## src/rtl/ncfp_pkg.sv

```systemverilog
package ncfp_pkg;

	// Sentence limits
	localparam int unsigned MAX_LEN     = 128;
	localparam int unsigned FIELD_BYTES = 8;
	localparam int unsigned HDR_COUNT   = 7;
	localparam int unsigned HDR_LEN     = 6;
	localparam int unsigned CNT_LIMIT   = 63;

	// Characters with a meaning of their own
	localparam logic [7:0] CH_COMMA = 8'h2C;
	localparam logic [7:0] CH_STAR  = 8'h2A;
	localparam logic [7:0] CH_TWO   = 8'h32;
	localparam logic [7:0] CH_THREE = 8'h33;

	// Sentence class codes
	typedef enum logic [3:0] {
		CLS_ERR  = 4'd0,
		CLS_GGA  = 4'd1,
		CLS_GSA  = 4'd2,
		CLS_GSV1 = 4'd3,
		CLS_GSV2 = 4'd4,
		CLS_GSV3 = 4'd5,
		CLS_GLL  = 4'd6,
		CLS_RMC  = 4'd7,
		CLS_VTG  = 4'd8,
		CLS_ZDA  = 4'd9
	} cls_t;

	// One result record
	typedef struct packed {
		cls_t        sentence_class;
		logic        field_found;
		logic [3:0]  field_length;
		logic [63:0] field_bytes;
		logic        field_truncated;
	} rec_t;

	// Header text, first character in the top byte
	function automatic logic [47:0] hdr_text(input logic [2:0] idx);
		logic [47:0] s;
		case (idx)
			3'd0:    s = "$GPGGA";
			3'd1:    s = "$GPGSA";
			3'd2:    s = "$GPGSV";
			3'd3:    s = "$GPGLL";
			3'd4:    s = "$GPRMC";
			3'd5:    s = "$GPVTG";
			3'd6:    s = "$GPZDA";
			default: s = '0;
		endcase
		return s;
	endfunction

	// Character at a header position
	function automatic logic [7:0] hdr_char(input logic [2:0] idx, input logic [2:0] pos);
		logic [47:0] s;
		logic [7:0]  c;
		s = hdr_text(idx);
		case (pos)
			3'd0:    c = s[47:40];
			3'd1:    c = s[39:32];
			3'd2:    c = s[31:24];
			3'd3:    c = s[23:16];
			3'd4:    c = s[15:8];
			3'd5:    c = s[7:0];
			default: c = 8'h00;
		endcase
		return c;
	endfunction

	// Class given by each header
	function automatic cls_t hdr_class(input logic [2:0] idx);
		cls_t c;
		case (idx)
			3'd0:    c = CLS_GGA;
			3'd1:    c = CLS_GSA;
			3'd2:    c = CLS_GSV1;
			3'd3:    c = CLS_GLL;
			3'd4:    c = CLS_RMC;
			3'd5:    c = CLS_VTG;
			3'd6:    c = CLS_ZDA;
			default: c = CLS_ERR;
		endcase
		return c;
	endfunction

endpackage

```

## src/rtl/ncfp_if.sv

```systemverilog
// Character channel: one sentence character per beat
interface ncfp_char_if;
	logic       valid;
	logic       ready;
	logic [7:0] ch;
	logic       last;

	modport source (output valid, output ch, output last, input ready);
	modport sink (input valid, input ch, input last, output ready);
endinterface

// Record channel: one classified sentence per beat
interface ncfp_rec_if;
	logic        valid;
	logic        ready;
	logic [3:0]  sentence_class;
	logic        field_found;
	logic [3:0]  field_length;
	logic [63:0] field_bytes;
	logic        field_truncated;

	modport source (output valid, output sentence_class, output field_found,
		output field_length, output field_bytes, output field_truncated, input ready);
	modport sink (input valid, input sentence_class, input field_found,
		input field_length, input field_bytes, input field_truncated, output ready);
endinterface

```

## src/rtl/ncfp_scan.sv

```systemverilog
module ncfp_scan import ncfp_pkg::*; (
	input  logic         clk,
	input  logic         arst_n,
	input  logic [4:0]   field_index,
	ncfp_char_if.sink    chars,
	input  logic         out_free,
	output logic         rec_valid,
	output rec_t         rec
);

	// Input register
	logic       v_s1;
	logic [7:0] ch_s1;
	logic       last_s1;
	logic       adv;

	// Sentence state
	logic [7:0]  pos_q, pos_n;
	logic [6:0]  cand_q, cand_n;
	logic        comma6_q, comma6_n;
	logic        comma8_q, comma8_n;
	logic [7:0]  gsv_a_q, gsv_a_n;
	logic [7:0]  gsv_b_q, gsv_b_n;
	logic [5:0]  fcnt_q, fcnt_n;
	logic [63:0] cap_bytes_q, cap_bytes_n;
	logic [3:0]  cap_cnt_q, cap_cnt_n;
	logic        cap_ovf_q, cap_ovf_n;
	logic        seen_q, seen_n;

	logic        accept;
	logic        delim;
	logic        hit;
	logic [5:0]  idx6;
	cls_t        cls;

	// A non-final beat always moves on; a final one needs the result slot
	assign adv         = v_s1 && (!last_s1 || out_free);
	assign chars.ready = !v_s1 || adv;
	assign rec_valid   = adv && last_s1;

	always_ff @(posedge clk or negedge arst_n) begin
		if (!arst_n) begin
			v_s1 <= 1'b0;
		end else if (chars.valid && chars.ready) begin
			v_s1 <= 1'b1;
		end else if (adv) begin
			v_s1 <= 1'b0;
		end
	end

	always_ff @(posedge clk) begin
		if (chars.valid && chars.ready) begin
			ch_s1   <= chars.ch;
			last_s1 <= chars.last;
		end
	end

	// Next sentence state for the character in the input register
	always_comb begin
		pos_n       = pos_q;
		cand_n      = cand_q;
		comma6_n    = comma6_q;
		comma8_n    = comma8_q;
		gsv_a_n     = gsv_a_q;
		gsv_b_n     = gsv_b_q;
		fcnt_n      = fcnt_q;
		cap_bytes_n = cap_bytes_q;
		cap_cnt_n   = cap_cnt_q;
		cap_ovf_n   = cap_ovf_q;
		seen_n      = seen_q;
		accept      = pos_q < 8'(MAX_LEN - 1);
		delim       = (ch_s1 == CH_COMMA) || (ch_s1 == CH_STAR);
		idx6        = {1'b0, field_index};
		hit         = fcnt_q == idx6;
		if (accept) begin
			// header compare and GSV count characters
			if (pos_q < 8'(HDR_LEN)) begin
				for (int i = 0; i < HDR_COUNT; i++) begin
					if (hdr_char(3'(i), pos_q[2:0]) != ch_s1) begin
						cand_n[i] = 1'b0;
					end
				end
			end else if (pos_q == 8'd6) begin
				comma6_n = ch_s1 == CH_COMMA;
			end else if (pos_q == 8'd7) begin
				gsv_a_n = ch_s1;
			end else if (pos_q == 8'd8) begin
				comma8_n = ch_s1 == CH_COMMA;
			end else if (pos_q == 8'd9) begin
				gsv_b_n = ch_s1;
			end

			if (hit) begin
				seen_n = 1'b1;
			end

			// field split and capture
			if (delim) begin
				if (fcnt_q != 6'(CNT_LIMIT)) begin
					fcnt_n = fcnt_q + 6'd1;
				end
			end else if (hit) begin
				if (cap_cnt_q < 4'(FIELD_BYTES)) begin
					for (int b = 0; b < FIELD_BYTES; b++) begin
						if (cap_cnt_q == 4'(b)) begin
							cap_bytes_n[8*b +: 8] = ch_s1;
						end
					end
					cap_cnt_n = cap_cnt_q + 4'd1;
				end else begin
					cap_ovf_n = 1'b1;
				end
			end

			if (fcnt_n == idx6) begin
				seen_n = 1'b1;
			end

			pos_n = pos_q + 8'd1;
		end
	end

	// Classify from the updated state; lowest header index wins
	always_comb begin
		cls = CLS_ERR;
		for (int i = HDR_COUNT - 1; i >= 0; i--) begin
			if (cand_n[i]) begin
				cls = hdr_class(3'(i));
			end
		end
		if (pos_n < 8'(HDR_LEN)) begin
			cls = CLS_ERR;
		end else if (cls == CLS_GSV1 && pos_n >= 8'd10 && comma6_n && comma8_n) begin
			if (gsv_a_n == CH_THREE && gsv_b_n == CH_THREE) begin
				cls = CLS_GSV3;
			end else if ((gsv_a_n == CH_THREE || gsv_a_n == CH_TWO) && gsv_b_n == CH_TWO) begin
				cls = CLS_GSV2;
			end
		end
	end

	// Result record
	always_comb begin
		rec.sentence_class = cls;
		if (seen_n) begin
			rec.field_found     = 1'b1;
			rec.field_length    = cap_cnt_n;
			rec.field_bytes     = cap_bytes_n;
			rec.field_truncated = cap_ovf_n;
		end else begin
			rec.field_found     = 1'b0;
			rec.field_length    = 4'd0;
			rec.field_bytes     = 64'd0;
			rec.field_truncated = 1'b0;
		end
	end

	// State update; a final character clears the sentence
	always_ff @(posedge clk or negedge arst_n) begin
		if (!arst_n) begin
			pos_q       <= 8'd0;
			cand_q      <= '1;
			comma6_q    <= 1'b0;
			comma8_q    <= 1'b0;
			gsv_a_q     <= 8'd0;
			gsv_b_q     <= 8'd0;
			fcnt_q      <= 6'd0;
			cap_bytes_q <= 64'd0;
			cap_cnt_q   <= 4'd0;
			cap_ovf_q   <= 1'b0;
			seen_q      <= 1'b0;
		end else if (adv) begin
			if (last_s1) begin
				pos_q       <= 8'd0;
				cand_q      <= '1;
				comma6_q    <= 1'b0;
				comma8_q    <= 1'b0;
				gsv_a_q     <= 8'd0;
				gsv_b_q     <= 8'd0;
				fcnt_q      <= 6'd0;
				cap_bytes_q <= 64'd0;
				cap_cnt_q   <= 4'd0;
				cap_ovf_q   <= 1'b0;
				seen_q      <= 1'b0;
			end else begin
				pos_q       <= pos_n;
				cand_q      <= cand_n;
				comma6_q    <= comma6_n;
				comma8_q    <= comma8_n;
				gsv_a_q     <= gsv_a_n;
				gsv_b_q     <= gsv_b_n;
				fcnt_q      <= fcnt_n;
				cap_bytes_q <= cap_bytes_n;
				cap_cnt_q   <= cap_cnt_n;
				cap_ovf_q   <= cap_ovf_n;
				seen_q      <= seen_n;
			end
		end
	end

	// A held character must not be overwritten
	a_hold_s1: assert property (@(posedge clk) disable iff (!arst_n)
		v_s1 && !adv |=> v_s1 && $stable(ch_s1) && $stable(last_s1))
		else $error("held input beat changed");

	// Position never passes the accept limit
	a_pos_limit: assert property (@(posedge clk) disable iff (!arst_n)
		pos_q <= 8'(MAX_LEN - 1))
		else $error("character position out of range");

endmodule

```

## src/rtl/ncfp_out.sv

```systemverilog
module ncfp_out import ncfp_pkg::*; (
	input  logic        clk,
	input  logic        arst_n,
	input  logic        rec_valid,
	input  rec_t        rec,
	ncfp_rec_if.source  records,
	output logic        out_free
);

	logic valid_q;
	rec_t rec_q;

	// Slot is free when empty or being drained this cycle
	assign out_free = !valid_q || records.ready;

	always_ff @(posedge clk or negedge arst_n) begin
		if (!arst_n) begin
			valid_q <= 1'b0;
		end else if (rec_valid) begin
			valid_q <= 1'b1;
		end else if (records.ready) begin
			valid_q <= 1'b0;
		end
	end

	always_ff @(posedge clk) begin
		if (rec_valid) begin
			rec_q <= rec;
		end
	end

	assign records.valid           = valid_q;
	assign records.sentence_class  = rec_q.sentence_class;
	assign records.field_found     = rec_q.field_found;
	assign records.field_length    = rec_q.field_length;
	assign records.field_bytes     = rec_q.field_bytes;
	assign records.field_truncated = rec_q.field_truncated;

endmodule

```

## src/rtl/nmea_sentence_classify_field_pick.sv

```systemverilog
// NMEA sentence classifier and field picker. Characters of one sentence arrive
// as beats on chars, with last set on the final one; each sentence yields one
// beat on records with its class (GGA, GSA, GSV part 1/2/3, GLL, RMC, VTG, ZDA
// or error, from an exact compare of the first six characters) and the field
// selected by field_index (field 0 is the header), up to eight characters with
// a truncation flag. Characters beyond the 127th are ignored, but last on one
// of them still closes the sentence. The block takes one character per clock
// cycle except in the stall described below. A record passes through the input
// register and then the result register before it is valid on records. While
// the result register is full and not drained, a final character waits in the
// input register and chars is held off. Write field_index through
// cfg_we/cfg_wdata only between sentences.
module nmea_sentence_classify_field_pick import ncfp_pkg::*; (
	input  logic       clk,
	input  logic       arst_n,
	ncfp_char_if.sink  chars,
	ncfp_rec_if.source records,
	input  logic       cfg_we,
	input  logic [4:0] cfg_wdata
);

	logic [4:0] field_index_q;
	logic       out_free;
	logic       rec_valid;
	rec_t       rec;

	// Field select register
	always_ff @(posedge clk or negedge arst_n) begin
		if (!arst_n) begin
			field_index_q <= 5'd0;
		end else if (cfg_we) begin
			field_index_q <= cfg_wdata;
		end
	end

	ncfp_scan u_scan (
		.clk         (clk),
		.arst_n      (arst_n),
		.field_index (field_index_q),
		.chars       (chars),
		.out_free    (out_free),
		.rec_valid   (rec_valid),
		.rec         (rec)
	);

	ncfp_out u_out (
		.clk       (clk),
		.arst_n    (arst_n),
		.rec_valid (rec_valid),
		.rec       (rec),
		.records   (records),
		.out_free  (out_free)
	);

	// Capture count never exceeds the byte budget
	a_len_max: assert property (@(posedge clk) disable iff (!arst_n)
		records.valid |-> records.field_length <= 4'(FIELD_BYTES))
		else $error("field length out of range");

	// A missing field reports an empty capture
	a_missing: assert property (@(posedge clk) disable iff (!arst_n)
		records.valid && !records.field_found |->
		records.field_length == 4'd0 && records.field_bytes == 64'd0 &&
		!records.field_truncated)
		else $error("missing field carries data");

	// Truncation only once the capture is full
	a_trunc: assert property (@(posedge clk) disable iff (!arst_n)
		records.valid && records.field_truncated |->
		records.field_length == 4'(FIELD_BYTES))
		else $error("truncated field not full");

endmodule
```

## src/flat_wrapper.sv

```systemverilog
// flat-port wrapper written by rule: the top's interface ports become plain ports
module nmea_sentence_classify_field_pick_flat import ncfp_pkg::*;
  (clk, arst_n, cfg_we, cfg_wdata, chars_valid, chars_ch, chars_last, chars_ready, records_valid, records_sentence_class, records_field_found, records_field_length, records_field_bytes, records_field_truncated, records_ready);
  ncfp_char_if chars_i ();
  ncfp_rec_if records_i ();
  input  logic clk;
  input  logic arst_n;
  input  logic cfg_we;
  input  logic [4:0] cfg_wdata;
  input wire logic [$bits(chars_i.valid)-1:0] chars_valid;
  input wire logic [$bits(chars_i.ch)-1:0] chars_ch;
  input wire logic [$bits(chars_i.last)-1:0] chars_last;
  output wire logic [$bits(chars_i.ready)-1:0] chars_ready;
  output wire logic [$bits(records_i.valid)-1:0] records_valid;
  output wire logic [$bits(records_i.sentence_class)-1:0] records_sentence_class;
  output wire logic [$bits(records_i.field_found)-1:0] records_field_found;
  output wire logic [$bits(records_i.field_length)-1:0] records_field_length;
  output wire logic [$bits(records_i.field_bytes)-1:0] records_field_bytes;
  output wire logic [$bits(records_i.field_truncated)-1:0] records_field_truncated;
  input wire logic [$bits(records_i.ready)-1:0] records_ready;
  assign chars_i.valid = chars_valid;
  assign chars_i.ch = chars_ch;
  assign chars_i.last = chars_last;
  assign chars_ready = chars_i.ready;
  assign records_valid = records_i.valid;
  assign records_sentence_class = records_i.sentence_class;
  assign records_field_found = records_i.field_found;
  assign records_field_length = records_i.field_length;
  assign records_field_bytes = records_i.field_bytes;
  assign records_field_truncated = records_i.field_truncated;
  assign records_i.ready = records_ready;
  nmea_sentence_classify_field_pick u_core (.clk(clk), .arst_n(arst_n), .chars(chars_i), .records(records_i), .cfg_we(cfg_we), .cfg_wdata(cfg_wdata));
endmodule
```

## config.mk

```make
export PLATFORM = sky130hd
export DESIGN_NAME = nmea_sentence_classify_field_pick_flat
export DESIGN_NICKNAME = d
export VERILOG_FILES = /design/src/rtl/ncfp_pkg.sv /design/src/rtl/ncfp_if.sv /design/src/rtl/ncfp_scan.sv /design/src/rtl/ncfp_out.sv /design/src/rtl/nmea_sentence_classify_field_pick.sv /design/src/flat_wrapper.sv
export SDC_FILE = /design/constraint.sdc
export NUM_CORES = 1
export LEC_CHECK = 0
export BUFFER_PORTS_ARGS = -buffer_cell sky130_fd_sc_hd__buf_2
export CORE_MARGIN = 2
export CORE_UTILIZATION = 40
export DETAILED_ROUTE_END_ITERATION = 6
export GPL_TIMING_DRIVEN = 0
export PLACE_DENSITY = 0.54
export RECOVER_POWER = 25
export SLEW_MARGIN = 0
export SYNTH_ARGS = -nofsm -noshare
export SYNTH_HDL_FRONTEND = slang
export SYNTH_SLANG_ARGS = --single-unit
```

## constraint.sdc

```tcl
create_clock -name clk -period 6.5 [get_ports clk]
set_clock_uncertainty 0.1 [all_clocks]
set_input_delay 0.325 -clock clk [delete_from_list [all_inputs] [get_ports clk]]
set_output_delay 0.325 -clock clk [all_outputs]
set_load 0.01 [all_outputs]
```

-- Word-level counts from Yosys, hierarchy flattened
Index checks and enable logic that the tools add are counted.
- bits in registers: 199
- input port bits: 19
- output and inout bits: 76
- logic and storage cells: 190
- add/subtract/negate cells: 3
- $lt $le $gt $ge: 5
- eq/ne operators: 33
- multiplexer cells: 102
- reduce and logical (&&, ||, !) cells: 26
- operator list (operator ; count):
    2-to-1 mux 64 bit ; 5
    2-to-1 mux 8 bit ; 36
    case mux 7 bit (5 select lines) ; 3
    case mux 7 bit (6 select lines) ; 2
    2-to-1 mux 70 bit ; 1
    2-to-1 mux 4 bit ; 15
    inequality test 8 bit ; 7
    case mux 7 bit (4 select lines) ; 2
    equality test 8 x 6 -> 1 bit, second input constant ; 6
    2-to-1 mux 1 bit ; 30
    2-to-1 mux 6 bit ; 5
    2-to-1 mux 7 bit ; 3
    equality test 4 x 3 -> 1 bit, second input constant ; 4
    equality test 8 x 3 -> 1 bit, second input constant ; 2
    equality test 8 x 4 -> 1 bit, second input constant ; 2
    less-than comparator 8 x 3 -> 1 bit, second input constant ; 2
    equality test 4 x 2 -> 1 bit, second input constant ; 3
    equality test 6 x 5 -> 1 bit ; 2
    adder 8 x 1 -> 8 bit, second input constant ; 1
    greater-or-equal comparator 8 x 4 -> 1 bit, second input constant ; 1
    logical AND 1 bit ; 8
    less-than comparator 8 x 7 -> 1 bit, second input constant ; 1
    adder 6 x 1 -> 6 bit, second input constant ; 1
    equality test 3 x 2 -> 1 bit, second input constant ; 2
    other kinds (14) ; 25

-- Logic depth before layout (Yosys ltp)
- depth in word-level cells: 21
- depth in mapped cells: 12
- mapped depth without buffers: 10

-- Modules after synthesis
A second synthesis with hierarchy kept.
- cells, all modules: 978
- area, all modules: 10281.1 um^2
- modules (own cells, without submodules) (module ; instances ; cells an instance ; area each (um^2) ; sequential area each (um^2)):
    ncfp_scan ; 1 ; 891 ; 7830.0 ; 3031.7
    ncfp_out ; 1 ; 77 ; 2269.7 ; 2247.2
    nmea_sentence_classify_field_pick ; 1 ; 10 ; 181.4 ; 125.1

-- Worst setup path before layout
No wires, ideal clock.
- path kind: register to register
- start point: register u_core.u_scan.last_s1
- end point: register u_core.u_out.rec_q, in the netlist u_core.u_out.records.field_bytes[0] (enable)
- library setup time: 0.431 ns
- arrival time: 2.672 ns
- required time: 5.969 ns
- slack: 3.297 ns
- cell stages (with the launch flop): 7
- path buffers: 2
- clock period less this slack: 3.203 ns
- path through: edfxtp_1 -> clkbuf_1 -> nand3b_1 -> and2_1 -> clkbuf_1 -> nand2_1 -> inv_1
- word-level cells in the longest chain between the ends: 4
- ends and longest elaborated chain (what ; RTL line ; text):
    start, declared ; ncfp_scan.sv:14 ; logic last_s1;
    start signal, assigned ; ncfp_scan.sv:54 ; last_s1 <= chars.last;
    logical NOT 1 bit ; ncfp_scan.sv:37 ; assign adv = v_s1 && (!last_s1 || out_free);
    logical OR 1 bit ; ncfp_scan.sv:37 ;
    logical AND 1 bit ; ncfp_scan.sv:37 ;
    logical AND 1 bit (*) ; ncfp_scan.sv:39 ; assign rec_valid = adv && last_s1;
    named net u_core.rec_valid ; nmea_sentence_classify_field_pick.sv:24 ; logic rec_valid;
    end signal, assigned ; ncfp_out.sv:28 ; rec_q <= rec;
    end, declared ; ncfp_out.sv:11 ; rec_t rec_q;
The timed path passes the listed nets; every way through them passes the cells marked *.
A chain may end at the register's enable or synchronous reset.

==> flow_summary.toml <==
[finish]
n_antenna_cell = 0
fillerInstances = 2281
area_delta_synth_final_pct = 16.8
final_nets = 1162
layout_commonest_cell = "nand2_1"
layout_common_cells = "nand2_1, dfrtp_1, buf_2"
drive_gt1_frac = 0.142

[clock_network]
cts_root_buffer = "clkbuf_16"
cts_max_level = 4
clockBufferDepth = 2
cts_sinks = 199
insertion_delay_ns = 0.44
cts_buffers = 17
clk_pin_slew_ns = 0.08
post-cts-setup-buffers = 0
cts_tree = "yes"

[global_routing]
grt_pass1_wl_um = 46900
grt_use_total = 0.232
use_met3 = 0.0393
grt_pass1_vias = 7738
grt_max_degree = 71
antenna_found_initial = 0
grt-ovfl-total = 0
met1_usage = 0.358
busiest_layer = "met1"
grt_util_met2 = 0.346

[pwr]
p_per_area_nw_per_um2 = 285
ir_worst_vdd_v = 0.000185
leakage_nw = 4.56

[detailed_routing]
vias = 8292
drc = 0
wl_per_cell_um = 20.6
drtAntennaViolNets = 0
vias_per_cell = 5.67
drtIter0Drc = 851
drt-total-wl_um = 30100
drt-pass1-iter-count = 5

[floorplan]
fp.coreArea_um2 = 24500
rows = 57
fp.dieH_um = 162
start_util = 0.409
ioPinCount = 95
die_w_um = 162
dieArea_um2 = 26300

[min_path]
hold_class = "in2reg"
worstHoldPathCells = 2
whs_endpoint = "u_core.field_index_q[0]"
hold_start = "cfg_wdata[0]"

[placement]
dp_hpwl_um = 20500
gp_congestion = 0.898
io_buffers = 94

[logic_synthesis]
syn_avg_cell_area_um2 = 10.0
yosysSeqAreaShare = 0.540
synth_nets = 1035
synth_cell_type_count = 63
async_flop_share = 0.583
synth_cells = 999
synth_ff_type = "dfrtp_1"
synth_edf_count = 83
syn-cell-area_um2 = 10000
synth_warnings = 0
ys_ff_latch = 199

[sta]
rsz0062_at_grt = "false"
tightest_slew_ns = 2.60
fmax_mhz = 232
holdWs_ns = 0.0164
slew_violations = 119
timing.slew.headroom = -0.735
finalSetupViolations = 0
period_share = 0.662
fin_setup_tns_ns = 0
fin_crit_ns = 4.30
final-hold-violation-count = 0

[critical_path]
reg2reg_depth = 9
endpoint_kind = "async pin"
slowest_stage = "clkbuf_1"
r2r-end = "u_core.u_out.records.field_bytes[30]"
r2r_slack_ns = 2.43
cp_num_buf_inv = 3
critical_path.startpoint_type = "primary input"
path_max_fanout = 70
arrival_ns = 4.38
path_class = "in2async"
critical_path_required_ns = 6.58
max_stage_delay_ns = 1.84
crit_chain = "dlygate4sd3_1, clkbuf_1, clkbuf_2"
reg2reg_from = "u_core.u_scan.pos_q[1]"
critical-path-top-delay-family = "buffers and inverters"

[status]
violations = "capacitance limit, slew limit"
outcome = "finished with violations"

[flow_run]
maxCapViolations = 2
cells in the mapped netlist, types with 3 or more instances:
library cell / instances / area [µm²]
nand4b_1: 3 / 26.3
nand3_1: 17 / 85.1
o21ai_0: 46 / 230
xnor2_1: 19 / 166
o31ai_1: 3 / 22.5
a41oi_1: 5 / 43.8
o211ai_1: 5 / 37.5
xor2_1: 19 / 166
nor2_1: 35 / 131
inv_1: 23 / 86.3
a32o_1: 8 / 80.1
nor2b_1: 8 / 50.1
a2111oi_0: 3 / 26.3
o221ai_1: 54 / 473
a31oi_1: 6 / 37.5
or4_1: 3 / 22.5
dfrtp_1: 109 / 2730
and3_1: 6 / 37.5
nand4_1: 8 / 50.1
nand2_1: 233 / 875
nand2b_1: 12 / 75.1
buf_2: 6 / 30.0
and4_1: 4 / 35.0
nor4_1: 10 / 62.6
nand3b_1: 5 / 37.5
mux2i_1: 5 / 50.1
clkbuf_1: 54 / 203
ha_1: 17 / 213
a22o_1: 19 / 166
nor3_1: 8 / 40.0
edfxtp_1: 83 / 2490
and2_1: 12 / 75.1
buf_6: 7 / 78.8
buf_1: 4 / 15.0
o21ai_1: 3 / 15.0
a21oi_1: 90 / 450
dfstp_2: 7 / 184
mux2_2: 6 / 67.6
or3_1: 3 / 18.8
layout make-up:
class                   instances  area, µm²  share of cell area
plain buffers                  72        334              0.0286
clock buffers                  17        425              0.0364
clock inverters                15        234              0.0200
inverters                      23       88.8             0.00760
multi-input cells             705       4180               0.358
flip-flops and latches        199       5400               0.463
well taps                     324        405              0.0347
repair buffers                108        613              0.0525
power by group:
| part | total (mW) | switching [mW] | internal (mW) |
|---|---|---|---|
| Sequential | 1.53 | 0.0756 | 1.45 |
| Clock | 1.19 | 0.527 | 0.665 |
| Combinational | 0.606 | 0.385 | 0.221 |
| Total | 3.32 | 0.987 | 2.34 |
routing by layer:
metal | vias to the layer above | wire length (µm)
li1 | 3878 | -
met1 | 4108 | 14400
met2 | 289 | 13400
met3 | 17 | 2060
met4 | 0 | 282
met5 | - | 0
cell families (layout without fill, tap and decap cells):
group,Yosys count,in the layout,share of synthesized area
muxes,11,11,0.0118
buffers and inverters,95,235,0.0420
adders and majority gates,17,17,0.0213
xor gates and xnor gates,38,38,0.0333
AOI/OAI and AO/OA,263,263,0.178
DFF,199,199,0.540
and+or+nand+nor,376,376,0.173
flip-flops by register name, summed over array words and instances (netlist names), 4 cells and up:
signal	cells
u_core.field_index_q	5
u_core.u_out.records.field_bytes	64
u_core.u_out.records.field_length	4
u_core.u_out.records.sentence_class	4
u_core.u_scan.cand_q	7
u_core.u_scan.cap_bytes_q	64
u_core.u_scan.cap_cnt_q	4
u_core.u_scan.ch_s1	8
u_core.u_scan.fcnt_q	6
u_core.u_scan.gsv_a_q	8
u_core.u_scan.gsv_b_q	8
u_core.u_scan.pos_q	8
how the worst max path moves through the flow:
stage / start / to / slack, ns / cells past startpoint
after floorplan: u_core.u_scan.last_s1 / u_core.u_out.records.field_bytes[0] / 3.30 / 6
after global placement: u_core.u_scan.last_s1 / u_core.u_out.records.field_bytes[43] / 1.80 / 6
after detailed placement: u_core.u_scan.pos_q[1] / u_core.u_out.records.field_bytes[22] / 2.56 / 9
after CTS: u_core.u_scan.pos_q[1] / u_core.u_out.records.field_bytes[22] / 2.52 / 9
after global routing: arst_n / u_core.u_scan.cap_bytes_q[29] / 1.44 / 3
final: arst_n / u_core.u_scan.fcnt_q[4] / 2.20 / 3
what timing repair did:
action                                 CTS  global route
endpoints found under the hold margin   50             0
hold buffers                            12             0
gates resized for setup                  0             0
through the flow:
step	setup WS (ns)	area [µm²]	util	std cells	total power, mW
floorplan	3.30	10000	-	999	1.95
finish	2.20	11700	0.478	1463	3.32
global route	1.44	11700	0.478	1463	3.47
CTS	2.52	11700	0.479	1463	3.34
detailed placement	2.56	10900	0.447	1419	2.15
global placement	1.80	10900	0.445	1417	2.13
worst reg2reg max path, cell delays in order (launching register included):
cell and delay, ns:
dfrtp_1 0.52, ha_1 0.34, and4_1 0.29, a21oi_1 0.43, nand4_1 0.36, nor3_1 0.79, nand2_1 0.36, clkbuf_1 0.35
nand2_1 0.17, a21oi_1 0.11
Power figures use the tool's default switching activity.
